`src/hdl/cbf_pkg.sv`:
```
`timescale 1ns / 1ps
`default_nettype none
// ----------------------------------------------------------------------------
// cbf_pkg
// Shared constants and types of the cubic Bezier flattener.
// ----------------------------------------------------------------------------
package cbf_pkg;

    localparam int MAX_DEPTH   = 6;           // subdivision levels before a forced line
    localparam int COORD_WIDTH = 32;          // internal coordinate width
    localparam int GB_ONE      = 65536;       // 1.0 in Q16.16
    localparam int IO_WIDTH    = 32;          // width of the coordinate ports
    localparam int LIMIT_WIDTH = 31;
    localparam int STACK_SLOTS = 8;
    localparam int SLOT_BITS   = 3;
    localparam int SP_BITS     = 4;
    localparam int LEVEL_BITS  = 3;
    localparam int PT_WORDS    = 8;
    localparam int ERR_WIDTH   = COORD_WIDTH + 3;
    localparam int MIN_WIDTH   = COORD_WIDTH + 2;
    localparam int SUM_WIDTH   = (COORD_WIDTH + 3 > LIMIT_WIDTH) ? COORD_WIDTH + 3 : LIMIT_WIDTH;

    localparam logic [LIMIT_WIDTH-1:0] LIMIT_RESET = LIMIT_WIDTH'(GB_ONE);
    localparam logic [0:0] REG_FLATNESS_LIMIT = 1'b0;

    typedef logic signed [COORD_WIDTH-1:0] t_coord;

    typedef struct packed {
        logic                  load_in;
        logic                  meas_a;
        logic                  meas_b;
        logic                  split_a;
        logic                  split_b;
        logic                  split_c;
        logic                  push;
        logic                  pop_rd;
        logic                  pop_ld;
        logic                  emit;
        logic [SLOT_BITS-1:0]  addr;
        logic [LEVEL_BITS-1:0] push_level;
    } t_dp_cmd;

    typedef struct packed {
        logic                  flat_small;
        logic [LEVEL_BITS-1:0] pop_level;
    } t_dp_stat;

endpackage
`default_nettype wire

```
`src/hdl/cbf_controller.sv`:
```
`timescale 1ns / 1ps
`default_nettype none
// ----------------------------------------------------------------------------
// cbf_controller
// Sequencer of the subdivision: measure, split or emit, pop.
// ----------------------------------------------------------------------------
module cbf_controller import cbf_pkg::*; (
    input  wire logic     i_clk,
    input  wire logic     i_rst_n,
    input  wire logic     i_in_valid,
    output logic          o_in_ready,
    output logic          o_out_valid,
    input  wire logic     i_out_ready,
    output logic          o_last_segment,
    output t_dp_cmd       o_cmd,
    input  wire t_dp_stat i_stat
);

    typedef enum logic [3:0] {
        ST_IDLE, ST_MEAS_A, ST_MEAS_B, ST_DECIDE, ST_SPLIT_A, ST_SPLIT_B,
        ST_SPLIT_C, ST_EMIT, ST_POP_RD, ST_POP_LD
    } t_state;

    t_state r_state;
    logic [SP_BITS-1:0] r_sp;
    logic [LEVEL_BITS-1:0] r_level;
    logic r_out_valid;
    logic r_last;
    logic n_free;

    assign n_free = !r_out_valid || i_out_ready;
    assign o_in_ready = (r_state == ST_IDLE);
    assign o_out_valid = r_out_valid;
    assign o_last_segment = r_last;

    always_comb begin
        o_cmd = '0;
        o_cmd.push_level = r_level + 1'b1;
        o_cmd.addr = r_sp[SLOT_BITS-1:0];
        unique case (r_state)
            ST_IDLE:    o_cmd.load_in = i_in_valid;
            ST_MEAS_A:  o_cmd.meas_a = 1'b1;
            ST_MEAS_B:  o_cmd.meas_b = 1'b1;
            ST_SPLIT_A: o_cmd.split_a = 1'b1;
            ST_SPLIT_B: o_cmd.split_b = 1'b1;
            ST_SPLIT_C: begin
                o_cmd.split_c = 1'b1;
                o_cmd.push = (r_sp < SP_BITS'(STACK_SLOTS));
            end
            ST_EMIT:    o_cmd.emit = n_free;
            ST_POP_RD: begin
                o_cmd.pop_rd = 1'b1;
                o_cmd.addr = r_sp[SLOT_BITS-1:0] - 1'b1;
            end
            ST_POP_LD:  o_cmd.pop_ld = 1'b1;
            default: ;
        endcase
    end

    always_ff @(posedge i_clk) begin
        if (!i_rst_n) begin
            r_state <= ST_IDLE;
            r_sp <= '0;
            r_level <= '0;
            r_out_valid <= 1'b0;
            r_last <= 1'b0;
        end else begin
            // drop the valid once taken; the emit state refills it itself
            if (r_out_valid && i_out_ready && r_state != ST_EMIT) begin
                r_out_valid <= 1'b0;
            end
            unique case (r_state)
                ST_IDLE: begin
                    if (i_in_valid) begin
                        r_sp <= '0;
                        r_level <= '0;
                        r_state <= ST_MEAS_A;
                    end
                end
                ST_MEAS_A: r_state <= ST_MEAS_B;
                ST_MEAS_B: r_state <= ST_DECIDE;
                ST_DECIDE: begin
                    if (r_level >= LEVEL_BITS'(MAX_DEPTH) || i_stat.flat_small) begin
                        r_state <= ST_EMIT;
                    end else begin
                        r_state <= ST_SPLIT_A;
                    end
                end
                ST_SPLIT_A: r_state <= ST_SPLIT_B;
                ST_SPLIT_B: r_state <= ST_SPLIT_C;
                ST_SPLIT_C: begin
                    r_level <= r_level + 1'b1;
                    if (r_sp < SP_BITS'(STACK_SLOTS)) begin
                        r_sp <= r_sp + 1'b1;
                    end
                    r_state <= ST_MEAS_A;
                end
                ST_EMIT: begin
                    if (n_free) begin
                        r_out_valid <= 1'b1;
                        r_last <= (r_sp == '0);
                        r_state <= (r_sp == '0) ? ST_IDLE : ST_POP_RD;
                    end
                end
                ST_POP_RD: begin
                    r_sp <= r_sp - 1'b1;
                    r_state <= ST_POP_LD;
                end
                ST_POP_LD: begin
                    r_level <= i_stat.pop_level;
                    r_state <= ST_MEAS_A;
                end
                default: r_state <= ST_IDLE;
            endcase
        end
    end

endmodule
`default_nettype wire

```
`config.mk`:
```
export PLATFORM = sky130hd
export DESIGN_NAME = cbf_controller
export DESIGN_NICKNAME = d
export VERILOG_FILES = /design/src/hdl/cbf_pkg.sv /design/src/hdl/cbf_controller.sv
export SDC_FILE = /design/constraint.sdc
export NUM_CORES = 1
export LEC_CHECK = 0
export BUFFER_PORTS_ARGS = -buffer_cell sky130_fd_sc_hd__buf_2
export CORE_MARGIN = 8
export CORE_UTILIZATION = 55
export DETAILED_ROUTE_END_ITERATION = 10
export PLACE_DENSITY = 0.82
export SETUP_SLACK_MARGIN = 0.1
export SLEW_MARGIN = 20
export SYNTH_ARGS = -nofsm -noshare
export SYNTH_HDL_FRONTEND = slang
export SYNTH_SLANG_ARGS = --single-unit
export TNS_END_PERCENT = 1
```
`constraint.sdc`:
```
create_clock -name i_clk -period 3.7 [get_ports i_clk]
set_input_delay 0.555 -clock i_clk [delete_from_list [all_inputs] [get_ports i_clk]]
set_output_delay 0.555 -clock i_clk [all_outputs]
set_load 0.03 [all_outputs]
```
Word level (Yosys, flattened, before mapping)
Index checks and enable logic that the tools add are counted. Widths: inputs -> output; s select.

Output and inout bits: 19. Bits in registers: 13. Logic and storage cells: 61.

$lt $le $gt $ge: 2. Reduce and logical (&&, ||, !) cells: 14. Add/subtract/negate cells: 4. Eq/ne operators: 13. Mux-type cells: 23.

Operators by type and width (count): $pmux 4 s9 (1); $mux 4 (5); $eq 4x3->1 const B (4); $pmux 4 s3 (1); $mux 1 (11); $pmux 3 s3 (1); $eq 4x2->1 const B (2); $eq 4x4->1 const B (2); $logic_not 4->1 (2); $mux 3 (2); $ne 2x2->1 const B (3); $reduce_and 2->1 (3); $reduce_bool 3->1 (2); $add 4x1->4 const B (1); $eq 4x1->1 const B (1); $lt 4x4->1 const B (1); $mux 2 (2); $ne 4x3->1 const B (1); $sub 4x1->4 const B (1); $add 3x1->3 const B (1); $ge 3x3->1 const B (1); $reduce_and 3->1 (1); $sub 3x1->3 const B (1); $logic_and 1x1->1 (2); 3 further kinds (4).

Depth between registers and ports, before layout
Depth in word-level cells: 5. Depth in mapped cells: 9. Gate-level depth less buffers: 7.

Least setup slack after synthesis
Ideal clock, no wire load.

Path kind: register to output. Start: register r_state[2]. End: output port o_cmd[15] (netlist bit). Setup slack: 1.194 ns. Path buffers: 1. Arrival: 1.951 ns. Data required time: 3.145 ns. Stages on the path, launching flop included: 4. Cell sequence: dfxtp_1 -> buf_2 -> nor4_1 -> and2_1.

RTL lines: from (decl) (RTL line cbf_controller.sv:24) `t_state r_state;`; from (signal assigned) (RTL line cbf_controller.sv:102) `r_state <= (r_sp == '0) ? ST_IDLE : ST_POP_RD;`; to (decl) (RTL line cbf_controller.sv:15) `output t_dp_cmd o_cmd,`.

==> results.yml <==
pwr:
  swShare: 0.485
  p_leak_uw: 0.000490
  ir_drop_v: 0.000310
  pwr-share-seq: 0.395
  combinationalPowerShare: 0.434
  p_int_uw: 280
  switchingPower_uw: 263
  power.density_mw_per_mm2: 496
  clkPwrFrac: 0.171
place:
  gp_congestion: 0.841
  dp_cells: 154
  pre_cts_slack_ps: 1300
  dpl.hpwl_um: 1700
  dpl_cell_area_mm2: 0.00107
  port_buffers: 26
worst_hold_path:
  hold_path.class: "reg -> reg"
  holdCritStartpoint: "r_level[1]"
clock_tree:
  ctsHtreeMaxLevel: 1
  cts_tree: "yes"
  cts.sinks: 13
  path_clk_slew_ps: 90
  cts_setup_buffers: 0
  clock_latency_ps: 290
  cts_max_path_buffers: 2
  cts.hold.buffers_added: 0
  cts_buffers: 3
  root_buffer: "clkbuf_4"
  cts_resized: 0
finish:
  layout.cells.non_filler: 158
  area_growth_pct: 12.7
  final_common_cell: "buf_2"
  nets: 154
  multi_input_area_um2: 627
  drive_gt1_frac: 0.284
  antenna_cells: 0
  design_area_mm2: 0.00110
  seq_area_um2: 260
  fillCellCount: 160
  final_cell_mix: "26 x buf_2, 13 x nand2_1, 13 x dfxtp_1"
synthesis:
  netlist_instances: 120
  synth_fp_nets: 132
  synth_top_cell_area_share: 0.268
  ys_seq_area_frac: 0.268
  synth_edf_count: 0
  synth_warnings: 0
  synth_area_um2: 972
  synthDistinctLibCells: 46
  ys_ff_latch: 13
  synth_top_area_cell: "dfxtp_1"
  ys_async_sr_fraction: 0
  ys.flop_type: "dfxtp_1"
  synth_area_per_cell_um2: 8.10
  ys_top_cells_by_area: "dfxtp_1 27%, ha_1 5.1%, nand2_1 5.0%"
sta:
  fin_setup_tns_ps: 0
  slew-limit-headroom: 0.399
  setup_viol: 0
  fin_crit_sh: 0.744
  worst_pin_slew_ps: 899
  maxSlewViolCount: 0
  min_period_ps: 2750
  clock_skew_ps: 9.38
  hold_viol_final: 0
  max_freq_mhz: 363
  holdWs_ps: 484
  rsz0062_at_grt: "no"
  setup_ws_ps: 948
floorplan:
  dieWidth_um: 58.0
  top_level_ports: 27
  coreArea_mm2: 0.00169
  die-area_mm2: 0.00337
  die_h_um: 58.0
  start_util: 0.576
  rows: 15
critical_path:
  rr_startpoint: "r_state[3]"
  cp_slowest_stage_delay_ps: 810
  cpMaxStageDelayCell: "nor4b_2"
  crit_start: "r_state[3]"
  worst_setup_path_start_kind: "flip-flop"
  crit_arrival_ps: 2200
  worstPathRequired_ps: 3140
  critical_path_class: "reg -> out"
  worstPathMaxFanout: 15
  endpoint_kind: "output port"
  path_cells: "nor4b_2 > nand2_1 > xnor2_1 > buf_2"
global_route:
  grt-ovfl-total: 0
  track_usage: 0.143
  grt_pass1_wl_um: 3900
  grt_max_degree: 21
  antenna_found_initial: 0
  first_global_vias: 935
detailed_routing:
  drt-total-wl_um: 2200
  drtAntennaViolNets: 0
  vias: 933
  avgViaCountPerCell: 5.91
  routedWlPerCell_um: 13.9
  drt_first_iter_violations: 16
  drc_errors: 0
  first_pass_iters: 4
status:
  status: "complete, no violations"
job:
  maxCapViolCount: 0
==> cell usage after synthesis (2+ instances only) <==
cell and number:
o31ai_1 3, a21boi_1 2, xnor2_1 3, buf_2 5, buf_6 2, ha_1 4, and3_1 3, nand2_1 13
clkbuf_1 2, nand4_1 4, mux2i_1 2, inv_1 6, and2_1 3, o221a_2 2, dfxtp_1 13, a21oi_1 5
nand2b_1 3, nor2_1 11, nor2b_1 3, o21ai_0 5
==> final timing paths <==
check,end,slack (ps),depth (start not counted)
min,r_level[1],480,2
max reg2reg,r_sp[2],1310,7
min reg2reg,r_level[1],480,2
max,o_cmd[5],950,4
==> critical path: cells and delay by family (launching register included) <==
kind / cells / cell delay [ps]
XOR/XNOR: 1 / 170
buffers and inverters: 1 / 220
flip-flops: 1 / 570
AND/OR/NAND/NOR: 2 / 960
==> routing by layer <==
layer,share of wire,GRT usage,vias to the layer above
met5,0,0,-
met4,0.017,0.0629,0
met3,0.083,0.0662,6
met2,0.46,0.237,28
met1,0.44,0.152,425
li1,-,-,474
==> layout make-up <==
cell class                 instances  area share
clock buffer                       3      0.0205
clock inverter                     1     0.00457
inverter                           6      0.0205
multi-input combinational         91       0.572
sequential                        13       0.237
tap                               17      0.0194
timing repair buffer              27       0.126
==> per-stage QoR <==
stage / utilization / total power [µW]
6_report: 0.649 / 543
4_1_cts: 0.649 / 546
3_5_place_dp: 0.633 / 454
2_1_floorplan: - / 405
3_3_place_gp: 0.633 / 446
5_1_grt: 0.649 / 580
==> registers in the layout (all words and copies together), names as in the netlist <==
| name | cells |
|---|---|
| r_level | 3 |
| o_last_segment | 1 |
| r_sp | 4 |
| o_out_valid | 1 |
| r_state | 4 |
==> logic make-up (layout without fill, tap and decap cells) <==
logic type	count (synthesis)	count (layout)	share of synthesized area
buffers and inverters	16	37	0.0875
AND/OR/NAND/NOR	52	52	0.308
AO/OA/AOI/OAI	28	28	0.218
flip-flops	13	13	0.268
multiplexers	3	3	0.0322
XOR/XNOR	4	4	0.0360
adder cells (fa/ha/maj)	4	4	0.0515
==> power by group through the flow <==
stage / registers (µW) / clock network [µW] / logic, µW
after detailed placement: 217 / 0 / 238
after floorplan: 174 / 0 / 230
final: 215 / 92.7 / 236
after CTS: 213 / 95.0 / 238
after global routing: 221 / 102 / 258
after global placement: 213 / 0 / 233
Power figures use the tool's default switching activity.
