==> config.mk <==
export PLATFORM = sky130hd
export DESIGN_NAME = cbf_datapath
export DESIGN_NICKNAME = d
export VERILOG_FILES = /design/src/hdl/cbf_pkg.sv /design/src/hdl/cbf_datapath.sv
export SDC_FILE = /design/constraint.sdc
export NUM_CORES = 2
export LEC_CHECK = 0
export ABC_AREA = 1
export BUFFER_PORTS_ARGS = -buffer_cell sky130_fd_sc_hd__clkbuf_2
export CAP_MARGIN = 20
export CORE_MARGIN = 1.5
export CORE_UTILIZATION = 42
export CTS_CLUSTER_SIZE = 30
export DETAILED_ROUTE_END_ITERATION = 8
export SLEW_MARGIN = 20
export SYNTH_ARGS = -nofsm -noshare
export SYNTH_HDL_FRONTEND = slang
export SYNTH_SLANG_ARGS = --single-unit
==> constraint.sdc <==
create_clock -name i_clk -period 28.7 [get_ports i_clk]
set_input_delay 2.87 -clock i_clk [delete_from_list [all_inputs] [get_ports i_clk]]
set_output_delay 2.87 -clock i_clk [all_outputs]
set_load 0.01 [all_outputs]
==> src/hdl/cbf_pkg.sv <==
`timescale 1ns / 1ps
`default_nettype none
// ----------------------------------------------------------------------------
// cbf_pkg
// Shared constants and types of the cubic Bezier flattener.
// ----------------------------------------------------------------------------
package cbf_pkg;

    localparam int MAX_DEPTH   = 6;           // subdivision levels before a forced line
    localparam int COORD_WIDTH = 32;          // internal coordinate width
    localparam int GB_ONE      = 65536;       // 1.0 in Q16.16
    localparam int IO_WIDTH    = 32;          // width of the coordinate ports
    localparam int LIMIT_WIDTH = 31;
    localparam int STACK_SLOTS = 8;
    localparam int SLOT_BITS   = 3;
    localparam int SP_BITS     = 4;
    localparam int LEVEL_BITS  = 3;
    localparam int PT_WORDS    = 8;
    localparam int ERR_WIDTH   = COORD_WIDTH + 3;
    localparam int MIN_WIDTH   = COORD_WIDTH + 2;
    localparam int SUM_WIDTH   = (COORD_WIDTH + 3 > LIMIT_WIDTH) ? COORD_WIDTH + 3 : LIMIT_WIDTH;

    localparam logic [LIMIT_WIDTH-1:0] LIMIT_RESET = LIMIT_WIDTH'(GB_ONE);
    localparam logic [0:0] REG_FLATNESS_LIMIT = 1'b0;

    typedef logic signed [COORD_WIDTH-1:0] t_coord;

    typedef struct packed {
        logic                  load_in;
        logic                  meas_a;
        logic                  meas_b;
        logic                  split_a;
        logic                  split_b;
        logic                  split_c;
        logic                  push;
        logic                  pop_rd;
        logic                  pop_ld;
        logic                  emit;
        logic [SLOT_BITS-1:0]  addr;
        logic [LEVEL_BITS-1:0] push_level;
    } t_dp_cmd;

    typedef struct packed {
        logic                  flat_small;
        logic [LEVEL_BITS-1:0] pop_level;
    } t_dp_stat;

endpackage
`default_nettype wire

==> src/hdl/cbf_datapath.sv <==
`timescale 1ns / 1ps
`default_nettype none
// ----------------------------------------------------------------------------
// cbf_datapath
// Current piece, flatness measure, midpoint split and the stack of right halves.
// ----------------------------------------------------------------------------
module cbf_datapath import cbf_pkg::*; (
    input  wire logic                    i_clk,
    input  wire t_dp_cmd                 i_cmd,
    input  wire logic [LIMIT_WIDTH-1:0]  i_limit,
    input  wire logic [IO_WIDTH-1:0]     i_pts [PT_WORDS],
    output t_dp_stat                     o_stat,
    output logic signed [IO_WIDTH-1:0]   o_line_to_x,
    output logic signed [IO_WIDTH-1:0]   o_line_to_y
);

    localparam int WORD_BITS = PT_WORDS * COORD_WIDTH;

    t_coord r_cur [PT_WORDS];
    logic signed [ERR_WIDTH-1:0] r_eb [2];
    logic signed [ERR_WIDTH-1:0] r_ee [2];
    logic [MIN_WIDTH-1:0] r_mn [2];
    t_coord r_mid [2];
    t_coord r_l1 [2];
    t_coord r_r2 [2];
    t_coord r_l2 [2];
    t_coord r_r1 [2];
    logic [WORD_BITS-1:0] r_mem [STACK_SLOTS];
    logic [LEVEL_BITS-1:0] r_lvl_mem [STACK_SLOTS];
    logic [WORD_BITS-1:0] r_rd;
    logic [LEVEL_BITS-1:0] r_rd_lvl;
    logic signed [IO_WIDTH-1:0] r_out_x;
    logic signed [IO_WIDTH-1:0] r_out_y;

    logic [WORD_BITS-1:0] n_right;
    logic [SUM_WIDTH-1:0] n_sum;
    t_coord n_m [2];

    function automatic t_coord half(input t_coord a, input t_coord b);
        logic signed [COORD_WIDTH:0] s;
        s = {a[COORD_WIDTH-1], a} + {b[COORD_WIDTH-1], b};
        return s[COORD_WIDTH:1];
    endfunction

    function automatic logic signed [ERR_WIDTH-1:0] sx(input t_coord c);
        return {{3{c[COORD_WIDTH-1]}}, c};
    endfunction

    function automatic t_coord from_io(input logic [IO_WIDTH-1:0] v);
        logic [COORD_WIDTH+IO_WIDTH-1:0] e;
        e = {{COORD_WIDTH{v[IO_WIDTH-1]}}, v};
        return e[COORD_WIDTH-1:0];
    endfunction

    function automatic logic [IO_WIDTH-1:0] to_io(input t_coord c);
        logic [COORD_WIDTH+IO_WIDTH-1:0] e;
        e = {{IO_WIDTH{c[COORD_WIDTH-1]}}, c};
        return e[IO_WIDTH-1:0];
    endfunction

    function automatic logic [MIN_WIDTH-1:0] mag(input logic signed [ERR_WIDTH-1:0] v);
        logic signed [ERR_WIDTH-1:0] a;
        a = v[ERR_WIDTH-1] ? -v : v;
        return a[MIN_WIDTH-1:0];
    endfunction

    always_comb begin
        for (int a = 0; a < 2; a++) begin
            n_m[a] = half(r_l2[a], r_r1[a]);
        end
        // right half: m r1 r2 p3, word k at bits k*COORD_WIDTH
        n_right = {r_cur[7], r_cur[6], r_r2[1], r_r2[0], r_r1[1], r_r1[0], n_m[1], n_m[0]};
        n_sum = SUM_WIDTH'(r_mn[0]) + SUM_WIDTH'(r_mn[1]);
    end

    assign o_stat.flat_small = (n_sum <= SUM_WIDTH'(i_limit));
    assign o_stat.pop_level  = r_rd_lvl;
    assign o_line_to_x = r_out_x;
    assign o_line_to_y = r_out_y;

    always_ff @(posedge i_clk) begin
        if (i_cmd.load_in) begin
            for (int k = 0; k < PT_WORDS; k++) begin
                r_cur[k] <= from_io(i_pts[k]);
            end
        end
        if (i_cmd.pop_ld) begin
            for (int k = 0; k < PT_WORDS; k++) begin
                r_cur[k] <= r_rd[k*COORD_WIDTH +: COORD_WIDTH];
            end
        end
        if (i_cmd.meas_a) begin
            for (int a = 0; a < 2; a++) begin
                r_eb[a] <= sx(r_cur[2+a]) + (sx(r_cur[2+a]) <<< 1)
                           - (sx(r_cur[a]) <<< 1) - sx(r_cur[6+a]);
                r_ee[a] <= sx(r_cur[4+a]) + (sx(r_cur[4+a]) <<< 1)
                           - (sx(r_cur[6+a]) <<< 1) - sx(r_cur[a]);
            end
        end
        if (i_cmd.meas_b) begin
            for (int a = 0; a < 2; a++) begin
                r_mn[a] <= (mag(r_ee[a]) < mag(r_eb[a])) ? mag(r_ee[a]) : mag(r_eb[a]);
            end
        end
        if (i_cmd.split_a) begin
            for (int a = 0; a < 2; a++) begin
                r_mid[a] <= half(r_cur[2+a], r_cur[4+a]);
                r_l1[a]  <= half(r_cur[a], r_cur[2+a]);
                r_r2[a]  <= half(r_cur[4+a], r_cur[6+a]);
            end
        end
        if (i_cmd.split_b) begin
            for (int a = 0; a < 2; a++) begin
                r_l2[a] <= half(r_mid[a], r_l1[a]);
                r_r1[a] <= half(r_mid[a], r_r2[a]);
            end
        end
        if (i_cmd.split_c) begin
            // keep the left half: p0 l1 l2 m
            for (int a = 0; a < 2; a++) begin
                r_cur[2+a] <= r_l1[a];
                r_cur[4+a] <= r_l2[a];
                r_cur[6+a] <= n_m[a];
            end
        end
        if (i_cmd.push) begin
            r_mem[i_cmd.addr]     <= n_right;
            r_lvl_mem[i_cmd.addr] <= i_cmd.push_level;
        end
        if (i_cmd.pop_rd) begin
            r_rd     <= r_mem[i_cmd.addr];
            r_rd_lvl <= r_lvl_mem[i_cmd.addr];
        end
        if (i_cmd.emit) begin
            r_out_x <= to_io(r_cur[6]);
            r_out_y <= to_io(r_cur[7]);
        end
    end

endmodule
`default_nettype wire

# Yosys cells after proc, flatten, opt, wreduce, memory -nomap -nowiden
# Memory sizes are Yosys's and may differ from the RTL's. A register that Yosys moved wholly into a read port is not among the register bits.
# Index checks and enable logic that the tools add are counted.
# Widths: inputs -> output; s select.
# word_totals
ram_bits	2856
register_bits	64
in_bits	304
n_memories	11
word_cells	95
# mem_list
name	words	word_bits	rd	rd_clocked_by_memory_dff	write_ports	line	source
r_mem	8	256	1	1	1	cbf_datapath.sv:28	logic [WORD_BITS-1:0] r_mem [STACK_SLOTS];
r_cur	8	32	8	0	8	cbf_datapath.sv:19	t_coord r_cur [PT_WORDS];
r_eb	2	35	2	0	2	cbf_datapath.sv:20	logic signed [ERR_WIDTH-1:0] r_eb [2];
r_ee	2	35	2	0	2	cbf_datapath.sv:21	logic signed [ERR_WIDTH-1:0] r_ee [2];
r_mn	2	34	2	0	2	cbf_datapath.sv:22	logic [MIN_WIDTH-1:0] r_mn [2];
r_l1	2	32	2	0	2	cbf_datapath.sv:24	t_coord r_l1 [2];
+5 memories	--	--	--	--	--	--	
# op_classes
bitwise	14
n_addsub	29
order_cmp	3
n_mux	36
# op_table
cell	count
$mux 32	14
$add 32x32->33	12
$mux 34	6
$sub 34x33->35	4
$sub 35x32->35	4
$add 32x33->34	4
$neg 34->34	4
$lt 34x34->1	2
$add 34x34->35	1
$le 35x31->1	1
$mux 1	16
$or 1x1->1	14

# Longest topological paths before layout
# depth
depth_word	4
mapped_depth	28
mapped_depth_nobuf	28

# Worst setup path after synthesis
# Ideal clock, no wire load.
# synth_timing
kind	in2reg
from	input i_cmd[3] in the netlist's numbering
to	memory r_lvl_mem[1][0], enable pin
setup_slack_ps	13216
stages	6
required_ps	27815
t_arrival_ps	14599
path_buffers	4
cell_sequence	buf_2 buf_2 clkbuf_1 clkbuf_1 nand2_1 nor2_1
# synth_rtl
element	line	source
start: declaration	cbf_datapath.sv:9	input wire t_dp_cmd i_cmd,
end: declaration	cbf_datapath.sv:29	logic [LEVEL_BITS-1:0] r_lvl_mem [STACK_SLOTS];
# Straight into the memory's write port.

==> results.ini <==
[routing]
dr_vias = 114000
detail_route.wl_per_cell_um = 27.9
routed_via_density = 5.70
drt_iter0_drc = 13400
post-route-drc-count = 0
drt_first_pass_iters = 8
totalWireLength_um = 556000
antenna_left = 0

[finish]
layout.filler_cells = 34100
layout-drive-gt1-share_pct = 7.79
area_of_the_multi_input_gates_um2 = 57200
layout.area.seq_um2 = 95500
num-nets-final = 15900
area_growth_syn_to_layout_pct = 11.8
layout.core_utilization_pct = 47.3

[synthesis]
post_synth_main_area_contributors = edfxtp_1 60%, nor2_1 5.9%, ha_1 5.3%, nand2_1 4.9%, o21ai_0 4.3%
yosysMostFrequentCell = edfxtp_1
synth-async-reset-ratio_pct = 0
most_used_standard_cells_in_the_synthesized_netlist = 3,179 x edfxtp_1, 2,464 x nor2_1, 2,063 x nand2_1
post_synth_inst_count = 14300
distinct_cells_synth = 68
yosysTopAreaCellShare_pct = 60.5
syn_nets = 15500
synth_enable_flop_cells = 3179
yosysSeqAreaShare_pct = 60.5
post_synth_instance_area_um2 = 158000
synth_area_per_cell_um2 = 11.1
synth.largest_area_cell = edfxtp_1
ys_ff_latch = 3179
ys.flop_type = edfxtp_1
yosysWarnings = 0

[power_and_ir_drop]
leakagePower_uw = 0.0670
pwr_density_cell_nw_per_um2 = 144
irDropWorstVdd_mv = 0.0853

[global_route]
first_global_vias = 108000
initial_antenna_violation_count = 38
grt_max_degree = 182
grt_first_pass_wirelength_um = 780000
remaining_overflow_grt = 0
global_router_s_overall_resource_usage_pct = 28.6

[setup_path]
slowest_delay_ns = 0.40
critical_path_required_ns = 25.83
crit_path_max_fanout = 4
timing.critical_path.from_type = flip-flop
worstReg2RegStart = r_eb[0][0]
critPathMostFrequentCell = nand2_1
worst_reg2reg_path_endpoint = r_mn[0][25]
cp_class = reg -> out
reg2reg_depth = 20
slack_of_the_worst_reg_to_reg_path_ns = 23.79
cp.arrival_ns = 4.68
crit_slowest_cell = fa_1
setup_crit_end_kind = output pin

[cts]
cts_tree = yes
cts-resized-gates = 0
cts-buffers-inserted = 334
clk_latency_ns = 0.97
cts.path.max_buffers = 4
cts_setup_buffers = 0
holdBufCountCts = 0
number_of_levels_in_the_clock_h_tree = 5
cts.sink_count = 3179
cts-root-buf = clkbuf_16
path_clk_slew_ns = 0.06

[floorplan]
design.die.area_um2 = 380000
fp.coreArea_um2 = 373000
floorplan.initialDensity_pct = 42.3
die_boundary_width_um = 616
floorplan.io_pins = 372
die_height_um = 616
rows = 224

[min_path]
min_to = r_cur[0][25]
timing.hold.worst.class = reg -> reg
worst_hold_startpoint = r_rd[25]
worst_hold_path.num_cells = 2

[sta]
finalSetupViolations = 0
timing_hold_violations_final = 0
max_slew_margin_pct = 18.3
timing.final.max_slew_violations = 0
timing.fmax_mhz = 133
period_minus_slack_ns = 7.55
rsz0062_at_grt = false
finalClockSkew_ns = 0.0709
timing_worst_slew_pin_value_ns = 1.22
timing.hold.ws_ns = 0.524
min_period_over_period_pct = 26.3
fin_setup_tns_ns = 0

[run]
maxCapViolations = 0

[run_status]
status = finished, final reports clean

[place]
portBuffers = 371
gp_congestion = 1.03
place.detailed.hpwl_um = 396000

==> kinds of logic (layout without fill, tap and decap cells) <==
logic type | after synthesis | after routing | synth area share, %
AND/OR/NAND/NOR | 5261 | 5261 | 13.3
flip-flops | 3179 | 3179 | 60.5
AO/OA/AOI/OAI | 2882 | 2882 | 10.7
buffers and inverters | 1381 | 2076 | 3.40
adder cells (fa/ha/maj) | 930 | 930 | 8.63
XOR/XNOR | 626 | 626 | 3.48
multiplexers | 1 | 1 | 0.00634
other | 0 | 10 | 0
==> layout by cell type (no fill, tap or decap), types with 265 or more instances in the layout <==
| master | synthesis | layout |
|---|---|---|
| fa_1 | 265 | 265 |
| xor2_1 | 433 | 428 |
| clkbuf_2 | 0 | 363 |
| ha_1 | 665 | 665 |
| o2111ai_1 | 274 | 274 |
| edfxtp_1 | 3179 | 3179 |
| o21ai_0 | 1346 | 1346 |
| nand2_1 | 2063 | 2058 |
| nand3_1 | 418 | 418 |
| nor2_1 | 2464 | 2452 |
| inv_1 | 924 | 923 |
| clkbuf_16 | 0 | 336 |
| a21oi_1 | 657 | 657 |
==> sequential cells by signal (all words and copies together), names as in the netlist <==
signal       cells
r_ee            70
r_cur          256
r_eb            70
r_l2            64
o_line_to_y     32
r_r1            64
r_rd           256
r_lvl_mem       24
r_mid           64
o_line_to_x     32
r_l1            64
r_r2            64
r_rd_lvl         3
r_mem         2048
r_mn            68
==> worst max-delay path by stage <==
stage	startpoint	end	slack, ns	depth (start not counted)
floorplan	i_cmd[3]	r_lvl_mem[1][0]	13.22	6
global placement	i_cmd[3]	r_mem[1][208]	20.81	7
detailed placement	i_cmd[3]	r_mem[1][202]	20.74	7
CTS	r_mn[0][0]	o_stat[3]	21.01	29
global route	r_mn[0][0]	o_stat[3]	20.69	29
finish	r_mn[0][0]	o_stat[3]	21.15	29
==> critical path: cells and delay by family (launching register included) <==
kind	cells	cell delay, ns
flip-flops	1	0.33
adder cells (fa/ha/maj)	3	0.93
XOR/XNOR	1	0.11
buffers and inverters	3	0.29
AND/OR/NAND/NOR	22	2.09
==> routing by layer <==
layer / up-vias / wire [µm] / part of all wire (%) / track usage [%]
met5: - / 93 / 0.017 / 0
met4: 12 / 23800 / 4.3 / 10.7
met3: 743 / 50000 / 9.0 / 4.86
met2: 4931 / 241000 / 43 / 42.8
met1: 56700 / 241000 / 43 / 41.5
li1: 51200 / - / - / -
==> through the flow <==
step	total power (µW)	instance area [µm²]	std cells	worst slack, ns
6_report	25400	177000	19900	21.15
5_1_grt	26800	177000	19900	20.69
4_1_cts	25200	176000	19900	21.01
3_5_place_dp	20800	166000	19300	20.74
3_3_place_gp	20800	166000	19300	20.81
2_1_floorplan	15900	158000	14300	13.22
==> report_power, final <==
part | switching (µW) | total (µW) | internal [µW]
logic | 8640 | 12600 | 3910
clock network | 1910 | 4310 | 2400
registers | 1160 | 8570 | 7410
==> area by class of cell <==
type                       count  share of cell area (%)
clock inverter               215                    1.21
clock buffer                 382                    4.86
tap                         4972                    3.52
multi-input combinational   9700                    32.4
sequential                  3179                    54.1
inverter                     939                    2.02
timing repair buffer         540                    1.89
antenna                       10                  0.0142
Note: power is estimated with default switching activity, not from simulation.
